<file path="src/dpts_pkg.sv">
// Shared types, constants and a helper function of the depth pixel statistics block.
`timescale 1ns / 1ps
package dpts_pkg;

  localparam int PIXELS_DEFAULT = 65536;
  localparam int INDEX_MAX_DEPTH = 65536;

  localparam logic [2:0] REG_MODE = 3'd0;
  localparam logic [2:0] REG_AVG_CYCLE = 3'd1;
  localparam logic [2:0] REG_SNAP_CYCLE = 3'd2;
  localparam logic [2:0] REG_SAT_CODE = 3'd3;
  localparam logic [2:0] REG_INV_CODE = 3'd4;

  localparam logic MODE_AVERAGE = 1'b0;
  localparam logic MODE_SNAPSHOT = 1'b1;

  localparam logic [63:0] RECIP10 = 64'h0000_0000_CCCC_CCCD;
  localparam logic [61:0] SCALE_SQ = 62'd10000;

  typedef struct packed {
    logic [23:0] sum;
    logic [7:0]  valid_count;
    logic [7:0]  sat_count;
    logic [39:0] square_sum;
  } pix_entry_t;

  localparam int ENTRY_W = $bits(pix_entry_t);

  typedef struct packed {
    logic        start;
    logic [31:0] dividend;
    logic [7:0]  divisor;
  } div_req_t;

  // Exact x / 10 for any 32-bit x.
  function automatic logic [31:0] div10(input logic [31:0] x);
    logic [63:0] p;
    p = {32'b0, x} * RECIP10;
    return 32'(p >> 35);
  endfunction

endpackage

</file>
<file path="src/dpts_sqrt.sv">
// Digit-by-digit integer square root of a 62-bit value, one result bit per cycle.
`timescale 1ns / 1ps
module dpts_sqrt (
  input  logic        clk,
  input  logic        rst,
  input  logic        start,
  input  logic [61:0] radicand,
  output logic        busy,
  output logic [30:0] root
);
  import dpts_pkg::*;

  logic [61:0] rad_sh;
  logic [32:0] rem;
  logic [4:0]  cnt;
  logic [34:0] rem_sh;
  logic [34:0] trial;
  logic        fits;

  assign rem_sh = {rem, rad_sh[61:60]};
  assign trial = {2'b00, root, 2'b01};
  assign fits = rem_sh >= trial;

  always_ff @(posedge clk) begin
    if (rst) begin
      busy <= 1'b0;
      cnt <= '0;
    end else if (start) begin
      busy <= 1'b1;
      cnt <= 5'd31;
    end else if (busy) begin
      cnt <= cnt - 5'd1;
      if (cnt == 5'd1) begin
        busy <= 1'b0;
      end
    end
  end

  always_ff @(posedge clk) begin
    if (start) begin
      rad_sh <= radicand;
      rem <= '0;
      root <= '0;
    end else if (busy) begin
      rad_sh <= {rad_sh[59:0], 2'b00};
      rem <= fits ? 33'(rem_sh - trial) : rem_sh[32:0];
      root <= {root[29:0], fits};
    end
  end

endmodule

</file>
<file path="config.mk">
export PLATFORM = sky130hd
export DESIGN_NAME = dpts_sqrt
export DESIGN_NICKNAME = d
export VERILOG_FILES = /design/src/dpts_pkg.sv /design/src/dpts_sqrt.sv
export SDC_FILE = /design/constraint.sdc
export NUM_CORES = 1
export LEC_CHECK = 0
export BUFFER_PORTS_ARGS = -buffer_cell sky130_fd_sc_hd__buf_4
export CELL_PAD_IN_SITES_DETAIL_PLACEMENT = 1
export CELL_PAD_IN_SITES_GLOBAL_PLACEMENT = 2
export CORE_ASPECT_RATIO = 1.2
export CORE_MARGIN = 8
export CORE_UTILIZATION = 30
export CTS_BUF_LIST = sky130_fd_sc_hd__clkbuf_4
export DETAILED_ROUTE_END_ITERATION = 10
export GPL_ROUTABILITY_DRIVEN = 0
export PLACE_DENSITY = 0.67
export SYNTH_ARGS = -nofsm -noshare
export SYNTH_HDL_FRONTEND = slang
export SYNTH_SLANG_ARGS = --single-unit
</file>
<file path="constraint.sdc">
create_clock -name clk -period 4.7 [get_ports clk]
set_clock_uncertainty 0.05 [all_clocks]
set_input_delay 0.235 -clock clk [delete_from_list [all_inputs] [get_ports clk]]
set_output_delay 0.235 -clock clk [all_outputs]
set_load 0.02 [all_outputs]
</file>
# Yosys cells after proc, flatten, opt, wreduce, memory -nomap -nowiden
# Index checks and enable logic that the tools add are counted.
[totals]
register_bits = 132
in_bits = 65
word_cells = 18
[classes]
addsub = 2
n_lt_le_gt_ge = 1
n_eq_ne = 1
muxes = 8
n_reduce_logical = 1
[op_table]
columns = ["operator", "n"]
rows = [
  ["2-to-1 mux 62 bit", 2],
  [">= comparator 35 x 33 -> 1 bit", 1],
  ["2-to-1 mux 33 bit", 1],
  ["subtractor 33 bit", 1],
  ["2-to-1 mux 5 bit", 2],
  ["== test 5 x 1 -> 1 bit (second input constant)", 1],
  ["subtractor 5 x 1 -> 5 bit (second input constant)", 1],
  ["2-to-1 mux 1 bit", 3],
  ["nonzero test 2 bit", 1],
]

# Longest topological paths before layout
[depth]
word_depth = 4
ltp_mapped = 13
ltp_nobuf = 10

# Worst setup path before layout
# No wires, ideal clock.
[synth_timing]
path_kind = "register -> register"
from = "register root[11]"
to = "register rem[26]"
setup_ns = 0.123
arrival_ns = 2.696
required_ns = 4.527
slack_ns = 1.831
stages_incl_launch_ff = 10
n_path_buf = 0
cell_sequence = "dfxtp_1 inv_1 ha_1 a211oi_1 nand2_1 o311a_1 or4b_1 a21oi_1 xor2_1 o31ai_1"
[synth_via]
elab_chain_cells = 2
word_cells_on_any_way = 3
cone_classes = "add/sub (1); order compare (1); mux (1)"
[synth_rtl]
columns = ["element", "line", "text"]
rows = [
  ["start: declaration", "dpts_sqrt.sv:9", "output logic [30:0] root"],
  ["start signal: assignment", "dpts_sqrt.sv:47", "root <= {root[29:0], fits};"],
  ["subtractor 33 bit / >= comparator 35 x 33 -> 1 bit (equally long branches)", "dpts_sqrt.sv:46, dpts_sqrt.sv:22", ""],
  ["2-to-1 mux 33 bit (*)", "dpts_sqrt.sv:46", "rem <= fits ? 33'(rem_sh - trial) : rem_sh[32:0];"],
  ["end signal: assignment", "dpts_sqrt.sv:46", ""],
  ["end: declaration", "dpts_sqrt.sv:14", "logic [32:0] rem;"],
]
# Mark *: on every way between the ends. The rest lies on a longest branch, timed or not.
# A chain may end at the register's enable or synchronous reset.

# Worst setup path after layout
[layout_timing]
from = "register root[4]"
to = "register rem[22]"
# Same word-level chain as after synthesis.

==> run_results.csv <==
group,metric,value,unit
synth,synth_seq_cells,132,
sta,fin_hold_ws,0.3014,ns
power_and_ir_drop,power.density,449.5,mW/mm²
route,drtIter0Drc,223,
outcome,status,"complete, no violations",
clock_tree,clockBufferDepth,2,
route,met2_length,9948,µm
min_path,worstHoldStart,"start",
synth,synthAdderAreaFrac,5.954,%
floorplanning,die_h,187.5,µm
global_route,antenna_found_initial,1,
clock_tree,htree_levels,4,
clock_tree,worstSkewPairLatency,0.54,ns
route,via_count,5688,
route,viasPerCell,4.784,
route,routed.top_layer,"met4",
power_and_ir_drop,ir_drop,0.0002632,V
sta,tightest_slew,0.8807,ns
sta,fin_crit,3.482,ns
final_layout,drive_gt1_share,23.85,%
critical_path,slowest_stage,"a41oi_4",
global_route,grt_pass1_vias,6285,
route,wl_met3,794,µm
critical_path,rrSetupSlack,1.22,ns
place,io_buffers,96,
synth,async_flop_share,0,%
min_path,min_path_type,"input pin to flip-flop",
sta,rsz0062_at_grt,"false",
run,drv_cap,0,
critical_path,cp_max_fo,25,
critical_path,worstPathRequired,5.04,ns
synth,synth-simple-area-share,11.84,%
route,drcViolationCount,0,
synth,synth_fp_nets,813,
synth,synthCells,713,
clock_tree,postCtsSetupBuffers,0,
global_route,grt_pass1_wl,32270,µm
global_route,grt_usage,13.03,%
critical_path,cp_slowest_stage_delay,0.63,ns
floorplanning,core,0.02405,mm²
critical_path,regToRegStartpoint,"root[4]$_SDFFE_PP0P_",
clock_tree,clock_sinks,132,
place,place_hpwl,13410,µm
clock_tree,numCtsBuffers,17,
synth,netlist.area_leader.share,25.31,%
floorplanning,floorplan.rows,62,
floorplanning,die-area,0.02980,mm²
synth,synth_area,0.007355,mm²
sta,final_hold_viol_count,0,
synth,synth_compound_area_share,12.61,%
sta,max_freq,287.2,MHz
route,wl_per_cell,16.42,µm
route,wl_met1,8532,µm
synth,synth_top_family_by_area,"multiplexers",
route,drt.antenna.violating_nets,0,
global_route,grt_overflow,0,
critical_path,worst-setup-path-type,"flip-flop to flip-flop",
critical_path,crit_start,"root[4]$_SDFFE_PP0P_",
synth,yosys_most_used_dff,"dfxtp_1",
synth,synth_top_area_cell,"edfxtp_1",
synth,muxShareOfSynthArea,16.67,%
synth,ys_seq_area_share,44.37,%
floorplanning,start_util,30.58,%
final_layout,nNetsFinal,955,
clock_tree,cts_tree,"built",
synth,yosys_warnings,0,
clock_tree,cts_resized,0,
floorplanning,die_w,158.9,µm
critical_path,r2r_cells,11,
power_and_ir_drop,leakagePower,3.687,nW
sta,fin_crit_sh,74.08,%
synth,synth_cell_types,66,
clock_tree,cts-root-buf,"clkbuf_4",
critical_path,worst_setup_path_start_kind,"flip-flop",
synth,synth_edf_count,62,
synth,synth_area_leaders,"edfxtp_1, dfxtp_1, mux2_2",
clock_tree,cts-hold-fix-buffers,63,
critical_path,rr_endpoint,"rem[22]$_SDFFE_PP0P_",
clock_tree,cts.clk_slew.worst_paths,0.15,ns
sta,setup_violations,0,
sta,timing.final.max_slew_violations,0,
synth,syn_avg_cell_area,10.31,µm²
route,postRouteWirelength,19520,µm
synth,synthXorXnorAreaFrac,3.811,%
sta,slew_headroom,41.29,%
critical_path,endpoint_kind,"flip-flop",
global_route,grt_max_degree,75,
final_layout,area_growth,26.51,%
critical_path,cp-endpoint,"rem[22]$_SDFFE_PP0P_",
floorplanning,num_io_pins,97,
critical_path,cp_cell_sequence,"inv_1, ha_1, and4_1, and3_4, a221oi_4, o31a_4, o211ai_4, a41oi_4, buf_12, mux2i_1, a211oi_1",
critical_path,cp.arrival,3.82,ns
route,dr.pass1.iters,4,
sta,finalSetupTns,0,ns
==> cells by family (layout without fill, tap and decap cells) <==
kind of cell / count (synthesis) / in the layout
other: 0 / 1
adder cells (fa/ha/maj): 35 / 35
XOR/XNOR: 32 / 32
AO/OA/AOI/OAI: 130 / 130
multiplexers: 115 / 115
buffers and inverters: 82 / 237
AND/OR/NAND/NOR: 187 / 187
flip-flops: 132 / 132
==> state kept, by name, indices dropped and copies added (netlist names) <==
signal	count
cnt	5
busy	1
root	31
rem	33
rad_sh	62
==> worst max-delay path, delay by kind of cell, from the launching register on <==
family	cells	cell delay (ns)
AO/OA/AOI/OAI	5	1.43
buffers and inverters	2	0.36
multiplexers	1	0.22
flip-flops	1	0.41
adder cells (fa/ha/maj)	1	0.37
AND/OR/NAND/NOR	2	0.44
==> power by group <==
| part | switching [mW] | internal [mW] | leakage (nW) | total (mW) |
|---|---|---|---|---|
| sequential | 0.0952 | 1.34 | 1.20 | 1.44 |
| clock | 0.545 | 0.355 | 0.180 | 0.900 |
| combinational | 1.01 | 0.833 | 2.31 | 1.84 |
==> cell usage after synthesis (2+ instances only) <==
cell	n
nor2_1	95
dfxtp_1	70
edfxtp_1	62
mux2_2	60
mux2i_1	55
inv_1	41
a21oi_1	35
ha_1	35
nand2_1	32
clkbuf_1	29
a211oi_1	27
o21ai_0	19
xnor2_1	17
xor2_1	15
nand4_1	10
nor3_1	8
o31ai_1	8
buf_2	6
a21o_1	5
nand2b_1	5
nand3_1	5
nor3b_1	5
nor4_1	4
o21a_1	4
o21bai_1	4
and2_1	3
nor2b_1	3
o211ai_1	3
or2_2	3
a2111oi_0	2
a31oi_1	2
buf_1	2
buf_8	2
nand3b_1	2
o21ai_1	2
o311a_1	2
or3_1	2
==> per-stage QoR <==
stage	power [mW]	util [%]	cells	cell area (µm²)	worst slack [ns]
2_1_floorplan	2.898	-	713	7355	1.831
3_3_place_gp	3.249	34.66	1093	8334	1.323
3_5_place_dp	3.283	34.66	1093	8334	1.209
4_1_cts	4.258	38.68	1188	9301	1.187
5_1_grt	4.496	38.69	1189	9304	0.9076
6_report	4.182	38.69	1189	9304	1.218
==> metal layers <==
metal	up-vias	GRT usage, %
met5	-	0
met4	0	4.070
met1	2722	15.04
met3	18	3.396
li1	2853	-
met2	95	23.12
==> cells in the final DEF (no fill, tap or decap), types with 3 or more instances in the layout <==
| cell type | n |
|---|---|
| mux2i_1 | 55 |
| xor2_1 | 15 |
| nand2_1 | 32 |
| edfxtp_1 | 62 |
| nor2b_1 | 3 |
| and2_1 | 3 |
| o21a_1 | 4 |
| xnor2_1 | 17 |
| clkinv_8 | 3 |
| a21oi_1 | 35 |
| clkbuf_4 | 17 |
| o21ai_0 | 19 |
| inv_6 | 5 |
| nor2_1 | 95 |
| a211oi_1 | 27 |
| nand3_1 | 5 |
| buf_4 | 100 |
| ha_1 | 35 |
| a21o_1 | 5 |
| nand2b_1 | 5 |
| o211ai_1 | 3 |
| nor3b_1 | 5 |
| inv_8 | 5 |
| o31ai_1 | 8 |
| nor4_1 | 4 |
| nand4_1 | 10 |
| dfxtp_1 | 69 |
| or2_2 | 3 |
| o21bai_1 | 4 |
| nor3_1 | 8 |
| mux2_2 | 60 |
| dlygate4sd3_1 | 63 |
| inv_1 | 41 |
==> how the worst min path moves through the flow <==
stage	cells after the start	slack (ns)	to
final	3	0.30	root[28]$_SDFFE_PP0P_
after global routing	3	0.29	root[27]$_SDFFE_PP0P_
after CTS	3	0.25	root[24]$_SDFFE_PP0P_
after detailed placement	2	0.40	busy$_SDFF_PP0_
after global placement	2	0.39	busy$_SDFF_PP0_
after floorplan	1	0.26	busy$_SDFF_PP0_
==> area by class of cell <==
type	instances	area [µm²]
fill	2714	14740
clock buffer	17	127.6
multi-input combinational	499	3742
tap	320	400.4
timing repair buffer	164	1401
clock inverter	15	209.0
sequential	132	3267
antenna	1	2.502
inverter	41	153.9
Power figures use the tool's default switching activity.
