## src/dpts_pkg.sv

```systemverilog
// Shared types, constants and a helper function of the depth pixel statistics block.
`timescale 1ns / 1ps
package dpts_pkg;

  localparam int PIXELS_DEFAULT = 65536;
  localparam int INDEX_MAX_DEPTH = 65536;

  localparam logic [2:0] REG_MODE = 3'd0;
  localparam logic [2:0] REG_AVG_CYCLE = 3'd1;
  localparam logic [2:0] REG_SNAP_CYCLE = 3'd2;
  localparam logic [2:0] REG_SAT_CODE = 3'd3;
  localparam logic [2:0] REG_INV_CODE = 3'd4;

  localparam logic MODE_AVERAGE = 1'b0;
  localparam logic MODE_SNAPSHOT = 1'b1;

  localparam logic [63:0] RECIP10 = 64'h0000_0000_CCCC_CCCD;
  localparam logic [61:0] SCALE_SQ = 62'd10000;

  typedef struct packed {
    logic [23:0] sum;
    logic [7:0]  valid_count;
    logic [7:0]  sat_count;
    logic [39:0] square_sum;
  } pix_entry_t;

  localparam int ENTRY_W = $bits(pix_entry_t);

  typedef struct packed {
    logic        start;
    logic [31:0] dividend;
    logic [7:0]  divisor;
  } div_req_t;

  // Exact x / 10 for any 32-bit x.
  function automatic logic [31:0] div10(input logic [31:0] x);
    logic [63:0] p;
    p = {32'b0, x} * RECIP10;
    return 32'(p >> 35);
  endfunction

endpackage

```

## src/dpts_div.sv

```systemverilog
// Bit-serial restoring divider: 32-bit dividend by a nonzero 8-bit divisor.
`timescale 1ns / 1ps
module dpts_div (
  input  logic                clk,
  input  logic                rst,
  input  dpts_pkg::div_req_t  req,
  output logic                busy,
  output logic [31:0]         quotient
);
  import dpts_pkg::*;

  logic [7:0] rem;
  logic [7:0] divisor;
  logic [5:0] cnt;
  logic [8:0] shifted;
  logic       fits;

  assign shifted = {rem, quotient[31]};
  assign fits = shifted >= {1'b0, divisor};

  always_ff @(posedge clk) begin
    if (rst) begin
      busy <= 1'b0;
      cnt <= '0;
    end else if (req.start) begin
      busy <= 1'b1;
      cnt <= 6'd32;
    end else if (busy) begin
      cnt <= cnt - 6'd1;
      if (cnt == 6'd1) begin
        busy <= 1'b0;
      end
    end
  end

  always_ff @(posedge clk) begin
    if (req.start) begin
      quotient <= req.dividend;
      divisor <= req.divisor;
      rem <= '0;
    end else if (busy) begin
      quotient <= {quotient[30:0], fits};
      rem <= fits ? 8'(shifted - {1'b0, divisor}) : shifted[7:0];
    end
  end

endmodule

```

## config.mk

```make
export PLATFORM = sky130hd
export DESIGN_NAME = dpts_div
export DESIGN_NICKNAME = d
export VERILOG_FILES = /design/src/dpts_pkg.sv /design/src/dpts_div.sv
export SDC_FILE = /design/constraint.sdc
export NUM_CORES = 1
export LEC_CHECK = 0
export BUFFER_PORTS_ARGS = -buffer_cell sky130_fd_sc_hd__clkbuf_2
export CAP_MARGIN = 10
export CORE_AREA = 2 2 92 94
export CTS_CLUSTER_DIAMETER = 80
export CTS_CLUSTER_SIZE = 12
export DETAILED_ROUTE_END_ITERATION = 10
export DIE_AREA = 0 0 94 96
export PLACE_DENSITY_LB_ADDON = 0.1
export SKIP_CTS_REPAIR_TIMING = 1
export SYNTH_ARGS = -nofsm -noshare
export SYNTH_HDL_FRONTEND = slang
export SYNTH_SLANG_ARGS = --single-unit
```

## constraint.sdc

```tcl
create_clock -name clk -period 5.4 [get_ports clk]
set_input_delay 0.54 -clock clk [delete_from_list [all_inputs] [get_ports clk]]
set_output_delay 0.54 -clock clk [all_outputs]
set_load 0.02 [all_outputs]
```

# Word-level counts from Yosys, hierarchy flattened
# Cells that the tools add are included.
# op_classes
addsub	2
n_mul	0
div	0
magnitude_cmp	1
eq_ne	1
shifts	0
muxes	8
n_bitwise	0
reduce_logical	2
# op_table
cell	count
$mux W32	2
$mux W6	2
$ge A9 B8 Y1	1
$mux W8	1
$sub A8 B8 Y8	1
$eq A6 B1 Y1 const B	1
$sub A6 B1 Y6 const B	1
$mux W1	3
$reduce_bool A2 Y1	1
$reduce_or A2 Y1	1
# totals
register_bits	55
latch_bits	0
ram_bits	0
mem_bits_ro	0
inputBits	43
out_inout_bits	33
elab_cells	20
memories	0

# Longest topological paths before layout
# Gate-level depths: netlist of the first run.
# depth
depth_word	4
mapped_depth	8
mapped_depth_nobuf	8

# Worst setup path after synthesis of the first run
# OpenSTA, ideal clock, no wires.
# synth_path
kind	reg-to-reg
from	register quotient[31]
to	register rem[6]
setup_ns	0.091
arrival_ns	2.039
t_required_ns	5.309
setup_slack_ns	3.270
stages_incl_launch_ff	9
n_path_buf	0
synth_period_minus_slack_ns	2.130
cell_sequence	edfxtp_1 inv_1 ha_1 fa_1 or2b_1 a21oi_1 mux2i_1 o22ai_1 a311oi_1
# synth_between
elab_chain_len	2
word_cells_on_any_way	3
cone_classes	add/sub (1); order compare (1); mux (1)
# synth_rtl
item	line	source
start: declaration	dpts_div.sv:8	output logic [31:0] quotient
start signal: assignment	dpts_div.sv:38	quotient <= req.dividend;
start signal: assignment	dpts_div.sv:42	quotient <= {quotient[30:0], fits};
$sub A8 B8 Y8 / $ge A9 B8 Y1 (equally long branches)	dpts_div.sv:43, dpts_div.sv:19	
$mux W8 *	dpts_div.sv:43	rem <= fits ? 8'(shifted - {1'b0, divisor}) : shifted[7:0];
end signal: assignment	dpts_div.sv:43	
end: declaration	dpts_div.sv:12	logic [7:0] rem;
# Mark *: on every way between the ends. The rest lies on a longest branch, timed or not.
# A chain may end at the register's enable or synchronous reset.

# Final worst setup path of the first run
# Same ends and word-level chain as after synthesis.

==> results of run 1 <==
-- worst max-delay path, delay by kind of cell (launching register included) --
kind / cells / cell delay, ns
and+or+nand+nor: 1 / 0.25
buffers and inverters: 1 / 0.07
adders and majority gates: 2 / 0.62
muxes: 1 / 0.25
DFF: 1 / 0.37
AOI/OAI and AO/OA: 3 / 0.61
-- cell type report --
cell class / instances / area (sq um)
clock buffers: 7 / 76.3
well taps: 105 / 131
repair buffers: 77 / 390
inverters: 14 / 52.6
multi-input cells: 136 / 1140
fillers: 792 / 4730
clock inverters: 1 / 30.0
flip-flops and latches: 55 / 1500
-- stage by stage --
stage	worst slack [ns]	util, %	cell area [sq um]
after floorplan	3.27	-	2720
final	3.14	41.2	3320
after global routing	2.97	41.2	3320
after CTS	3.13	41.2	3320
after global placement	3.06	39.9	3210
after detailed placement	3.01	39.9	3210
-- synth_stat cells, drive strengths merged (4+ instances only) --
cell type	instances
edfxtp	40
mux2	32
dfxtp	15
inv	14
nor2	14
nand2	12
ha	10
nand3	8
a311oi	6
a21oi	5
nor3	5
buf	4
o21ai	4
xnor2	4
-- routing by layer --
layer  global-route usage [%]  vias up  part of all wire [%]
li1                         -      953                     -
met1                     17.6      912                    48
met2                     19.8       57                    45
met3                     3.92        2                   6.8
met4                     3.26        0                  0.55
met5                        0        -                     0
-- power by group --
group	switching, uW	internal (uW)	total (uW)
Sequential	26.6	502	529
Clock	132	139	271
Combinational	138	101	240
Total	297	743	1040
-- flip-flops by register name (all words and copies together) (netlist names) --
register,flops
rem,8
busy,1
divisor,8
quotient,32
cnt,6
-- path summary, 6_finish.rpt --
check / endpoint / slack [ns] / cells after the start
min reg2reg: cnt[1] / 0.51 / 2
min: divisor[0] / 0.41 / 1
max reg2reg: rem[6] / 3.14 / 8
max: rem[6] / 3.14 / 8
-- cell families after synthesis --
logic type / count (synthesis) / synth area share [%]
flops: 55 / 55.2
simple gates: 51 / 9.16
compound gates: 34 / 11.4
mux: 33 / 13.6
buf+inv: 21 / 2.99
fa+ha+maj: 11 / 5.34
xor+xnor: 7 / 2.25
==> run metrics, run 1 <==
run status finished clean; VDD IR-drop max 0.126 mV; Total Power 1040 uW; Placer Congestion 0.771; DRT Wirelength 5420 um; Layout area overhead 22.0%; post-synth top area share 44.2%; largest net degree at the start of global routing 55; drt wl/cell 13.7 um; worst slew pin tran 0.762 ns; HPWL after DPL 3740 um; Core Area 8050 sq um; Die Height 96 um; Max Clock Skew 0.00693 ns; grt total ovfl 0; Setup TNS Final 0 ns; Mapped Avg Cell Area 12.8 sq um; first-pass GRT wire length 9180 um; hold_sp req[0]; initial antenna violation count 0; Net Count, Synth 266; reg2reg start quotient[31]; Vias 1,924; critical path type reg -> reg; die width 94 um; Synth Instances 212; Ant. Diodes 0; Max stage delay on crit path 0.41 ns; DRT Pass-1 Iters 6; Max Cap Viol 0; fmax 442 MHz; CP Launch Type flip-flop; Fin. Hold Viols 0; post-route insts no fill 395; headroom to the max-slew limit 49.1%; # setup viols final 0; # DRC 0; Num CTS Buffers 5; Main synth FF type edfxtp_1; Pins Over Slew Limit 0; share of layout cells above drive strength 1 43.1%; Clock Tree Buf Depth 2; EDFF count, synth 40; total track usage 12.8%; sequential area share after synthesis 55.2%; commonest non-fill, non-tap cell in the layout clkbuf_2; H-tree level count 2; CP Capture Type flip-flop; Via-to-Cell Ratio 4.87; commonest non-fill, non-tap cells in the layout 75 x clkbuf_2, 40 x edfxtp_1, 32 x mux2_2; fin crit share 41.9%; WHS 0.409 ns; Ys Warns 0; Routed Antenna Nets 0; CP Cell Sequence inv_1 -> ha_1 -> fa_1 -> or2b_1 -> a21oi_1 -> mux2i_1 -> o22ai_1 -> a311oi_1; CP max-delay cell fa_1; CTS tree yes; Unique masters post-synth 43; Root Driver clkbuf_8; io pins 76; flops & latches, synth 55; NumNets Final 343; vias in the first global route 1,944; fin crit period 2.26 ns; row count 33; Sink Count 55; Starting Density 33.8%; worst setup path start quotient[31]; Synth area leader edfxtp_1; WP data required 5.61 ns; crit path DAT 2.47 ns; worst skew pair latency 0.30 ns; unrepaired setup endpoints after global routing no; Post-synth ARST share 0%; Hold Path Class in -> reg; Lkg Pwr 0.00139 uW; placed cells 387; 1st-iter DRT viols 104; Power Dens Cells 313 nW/um^2; synth top area cells edfxtp_1 44%, mux2_2 13%, dfxtp_1 11%; Crit Path Max Fanout 2; IO Port Bufs 75; Worst-path clk slew 0.10 ns; synthesized area 2720 sq um; area of the die 9020 sq um
Power figures use the tool's default switching activity.
==> run 2, diff against run 1 <==
- clock period: 5.4 -> 2.29 ns (I/O delays scaled with it)
==> run 2 against run 1 <==
  * Clock-buffer cell count is 1 lower
  * Die area stayed put
  * Power is 130% higher
  * Global-route usage is 0.74 points higher
  * Sequential cell count stayed put
  * Combinational power is 150% higher
  * Cell area is 1.1% higher
  * Sequential share of layout area is 0.49 points lower
  * Clock skew is 0.0064 ns higher
  * Hold slack worse by 0.32 ns
  * Critical path depth stayed put
  * Critical endpoint unchanged
  * Largest power group unchanged
==> run metrics, run 2 (synthesized netlist as in run 1, its figures left out) <==
HPWL after DPL 4210 um (+13%); Placer Congestion 0.793 (+2.8%); part of the power in combinational logic 24.8% (+1.7 points); Fin. Hold Viols 0 (unchanged); switching pwr 721 uW (+140%); total track usage 13.6% (+0.74 points); Lkg Pwr 0.00141 uW (+1.6%); run status finished clean; Pins Over Slew Limit 0 (unchanged); Core Area 8050 sq um (unchanged); share of layout cells above drive strength 1 44.3% (+1.2 points); Clock Tree Buf Depth 2 (unchanged); Worst-path clk slew 0.10 ns (about the same); Max Clock Skew 0.0133 ns (+0.00640 ns); IO Port Bufs 75 (unchanged); crit path DAT 2.38 ns (-0.09 ns); Layout area overhead 23.4%; # DRC 0 (unchanged); Vias 1,922 (-0.10%); post-route insts no fill 401 (+1.5%); drt wl/cell 14.1 um (+2.5%); fin crit period 2.16 ns (-0.106 ns); area of the die 9020 sq um (unchanged); Crit Path Max Fanout 2 (unchanged); biggest regs quotient: 32 flops, divisor: 8 flops, rem: 8 flops; fin crit share 94.1% (+52 points); Power Dens Cells 708 nW/um^2 (+130%); 1st-iter DRT viols 87 (-16%); headroom to the max-slew limit 71.9% (+23 points); WP data required 2.51 ns (-3.10 ns); P_int 1650 uW (+120%); Clk pwr share 23.0% (-3.1 points); critical path type reg -> reg; row count 33 (unchanged); Num CTS Buffers 5 (unchanged); # setup viols final 0 (unchanged); CTS tree yes; Via-to-Cell Ratio 4.79 (-1.6%); number of flip-flops under the largest register name 32 (unchanged); CP Launch Type flip-flop; largest net degree at the start of global routing 27 (-51%); placed cells 391 (+1.0%); register name with the most flops quotient; DRT Pass-1 Iters 4 (-2); VDD IR-drop max 0.303 mV (+140%); Reg power frac 52.2% (+1.3 points); worst slew pin tran 0.410 ns (-0.352 ns); io pins 76 (unchanged); commonest non-fill, non-tap cells in the layout 75 x clkbuf_2, 40 x edfxtp_1, 32 x mux2_2; Total Power 2370 uW (+130%); Root Driver clkbuf_8; Ant. Diodes 0 (unchanged); H-tree level count 2 (unchanged); sw frac 30.4% (+1.8 points); worst skew pair latency 0.31 ns (about the same); Die Height 96 um (unchanged); unrepaired setup endpoints after global routing yes; initial antenna violation count 0 (unchanged); fmax 464 MHz (+4.9%); first-pass GRT wire length 9470 um (+3.2%); NumNets Final 349 (+1.7%); commonest non-fill, non-tap cell in the layout clkbuf_2; hold path depth 1 (unchanged); Max Cap Viol 0 (unchanged); Reg2Reg Depth 8 (unchanged); Starting Density 33.8% (unchanged); Routed Antenna Nets 0 (unchanged); vias in the first global route 1,946 (+0.10%); DRT Wirelength 5640 um (+4.1%); Hold Path Class in -> reg; Sink Count 55 (unchanged); die width 94 um (unchanged); CP Capture Type flip-flop; grt total ovfl 0 (unchanged)
run 2: worst max-delay path: stages, from the launching register on:
cell and delay, ns:
edfxtp_1 0.36, inv_1 0.06, ha_1 0.21, fa_1 0.40, or2b_1 0.27, a21oi_1 0.23, mux2i_1 0.21, o22ai_1 0.09
a311oi_1 0.24
run 2: per-stage QoR:
step | util [%] | setup WS, ns | hold slack (ns) | setup TNS [ns] | area (sq um)
after detailed placement | 40.4 | 0.160 | 0.408 | 0 | 3250
after floorplan | - | 0.160 | 0.298 | 0 | 2720
after global placement | 40.4 | 0.200 | 0.406 | 0 | 3250
after CTS | 41.5 | 0.126 | 0.0827 | 0 | 3340
final | 41.7 | 0.134 | 0.0930 | 0 | 3350
after global routing | 41.7 | -0.0487 | 0.0823 | -0.0487 | 3350
run 2: layer usage:
metal / vias up / part of all wire, % / global-route usage, % / wire length (um)
li1: 967 / - / - / -
met3: 4 / 6.2 / 4.15 / 351
met4: 0 / 1.2 / 4.35 / 70
met5: - / 0 / 0 / 0
met2: 49 / 46 / 21.2 / 2600
met1: 902 / 46 / 18.1 / 2620
run 2: final cells by class:
class	count	area, sq um
clock buffers	6	72.6
clock inverters	2	12.5
fillers	797	4700
inverters	14	52.6
multi-input cells	136	1140
flip-flops and latches	55	1500
well taps	105	131
repair buffers	83	448
run 2: final timing paths:
check                from         end  slack [ns]
max          quotient[31]      rem[6]        0.13
min                req[1]  divisor[1]        0.09
max reg2reg  quotient[31]      rem[6]        0.13
min reg2reg        cnt[1]      cnt[1]        0.51
run 2: power groups by stage:
| stage | clock, uW | sequential (uW) | combinational, uW |
|---|---|---|---|
| 5_1_grt | 595 | 1260 | 654 |
| 3_5_place_dp | 0 | 1260 | 596 |
| 2_1_floorplan | 0 | 1330 | 324 |
| 4_1_cts | 563 | 1240 | 596 |
| 3_3_place_gp | 0 | 1260 | 592 |
| 6_report | 545 | 1240 | 589 |
==> run 3, diff against run 2 <==
- CELL_PAD_IN_SITES_DETAIL_PLACEMENT: default -> 1
- CELL_PAD_IN_SITES_GLOBAL_PLACEMENT: default -> 2
- CORE_AREA: 2 2 92 94 -> 2 2 93 95
- DIE_AREA: 0 0 94 96 -> 0 0 95 97
- TNS_END_PERCENT: default -> 20
==> run 3 against run 2 <==
  * Wire length grew 14%
  * Critical endpoint is now rem[7]
  * Fmax grew 3.5%
  * Largest power group unchanged
  * Clock-buffer cell count stayed put
  * Register-to-register slack improved by 0.07 ns
  * Sequential share of layout area shrank 0.38 points
  * Highest routed layer unchanged
  * Clock power is 2% higher
  * Power is 1.3% higher
  * Hold slack lost 0.0071 ns
==> run metrics, run 3 (synthesized netlist as in run 1, its figures left out) <==
Sink Count 55 (unchanged); Starting Density 33.4% (-0.34 points); Hold Path Class in -> reg; Layout area overhead 24.4%; HPWL after DPL 4780 um (+13%); met1 wire length 2950 um (+12%); Power Dens Cells 711 nW/um^2 (+0.43%); vias in the first global route 2,129 (+9.4%); headroom to the max-slew limit 70.3% (-1.6 points); Max Clock Skew 0.00602 ns (-0.00732 ns); fin crit period 2.08 ns (-0.0732 ns); NumNets Final 350 (+0.29%); register name with the most flops quotient; total track usage 14.9% (+1.4 points); fmax 480 MHz (+3.5%); Die Height 97 um (+1.0%); number of flip-flops under the largest register name 32 (unchanged); Root Driver clkbuf_8; Setup TNS Final 0 ns (unchanged); met3 wire len 298 um (-15%); H-tree level count 2 (unchanged); Via-to-Cell Ratio 4.97 (+3.6%); Max Cap Viol 0 (unchanged); die width 95 um (+1.1%); IO Port Bufs 75 (unchanged); Max stage delay on crit path 0.43 ns (+0.03 ns); initial antenna violation count 0 (unchanged); biggest regs quotient: 32 flops, divisor: 8 flops, rem: 8 flops; # setup viols final 0 (unchanged); CP Capture Type flip-flop; reg2reg start divisor[3]; hold_sp req[6]; VDD IR-drop max 0.300 mV (-0.80%); row count 33 (unchanged); commonest non-fill, non-tap cells in the layout 75 x clkbuf_2, 40 x edfxtp_1, 32 x mux2_2; DRT Wirelength 6430 um (+14%); metal2 WL 3110 um (+20%); Hold EP divisor[6]; Lkg Pwr 0.00142 uW (+0.55%); io pins 76 (unchanged); CP top delay family compound AO/OA/AOI/OAI gates; Crit Path Max Fanout 6 (+4); Ant. Diodes 0 (unchanged); fin util 41.6% (-0.069 points); CP Cell Sequence inv_1 -> ha_1 -> o21ai_0 -> nand2b_2 -> a2111oi_0 -> a311o_1 -> a41o_2; r2r setup slk 0.21 ns (+0.07 ns); Vias 1,996 (+3.9%); # DRC 0 (unchanged); WP data required 2.55 ns (+0.04 ns); Max Used Layer met4; Num CTS Buffers 5 (unchanged); Pins Over Slew Limit 0 (unchanged); DRT Pass-1 Iters 4 (unchanged); CTS tree yes; worst skew pair latency 0.31 ns (about the same); critical path type reg -> reg; share of layout cells above drive strength 1 45.5% (+1.2 points); WHS 0.0858 ns (-0.00714 ns); crit path DAT 2.34 ns (-0.04 ns); 1st-iter DRT viols 77 (-11%); CP bufs+invs 1 (unchanged); drt wl/cell 16.0 um (+14%); Core Area 8130 sq um (+1.0%); hold path depth 1 (unchanged); pre-CTS setup slack 0.114 ns (-0.0462 ns); Fin. Hold Viols 0 (unchanged); Routed Antenna Nets 0 (unchanged); Placer Congestion 0.769 (-3.0%); Worst-path clk slew 0.11 ns (about the same); worst setup path start divisor[3]; fin crit share 90.9% (-3.2 points); grt total ovfl 0 (unchanged); PnR worst setup slack 0.208 ns (+0.0733 ns); first-pass GRT wire length 10,800 um (+14%); commonest non-fill, non-tap cell in the layout clkbuf_2; CP max-delay cell a2111oi_0; CP Launch Type flip-flop; run status finished clean; largest net degree at the start of global routing 23 (-15%); worst slew pin tran 0.441 ns (+0.0306 ns); Clock Tree Buf Depth 2 (unchanged); R2R Path End rem[7]; Reg2Reg Depth 7 (-1); area of the die 9220 sq um (+2.1%)
## run 3: per-stage QoR
step	total power [uW]	cell area, sq um	instances
4_1_cts	2430	3370	402
3_3_place_gp	1870	3290	394
5_1_grt	2540	3380	402
3_5_place_dp	1870	3290	394
2_1_floorplan	1660	2720	212
6_report	2400	3380	402
## run 3: per-layer routing
layer	vias to the layer above	GRT usage [%]
met5	-	0
met4	0	3.68
met3	5	3.58
met2	45	24.9
met1	976	19.4
li1	970	-
## run 3: worst max-delay path by stage
stage	endpoint	slack (ns)	cells past startpoint
finish	rem[7]	0.21	7
global route	rem[6]	-0.01	8
floorplan	rem[6]	0.16	8
CTS	rem[6]	0.07	8
detailed placement	rem[6]	0.11	8
global placement	rem[6]	0.21	8
## run 3: where the power goes
part	switching [uW]	internal, uW
Clock	340	216
Combinational	348	259
Sequential	58.4	1180
## run 3: cell type report
class | count | area, sq um
multi-input cells | 136 | 1140
clock buffers | 6 | 72.6
repair buffers | 84 | 468
flip-flops and latches | 55 | 1500
clock inverters | 2 | 12.5
well taps | 105 | 131
inverters | 14 | 52.6
fillers | 928 | 4750
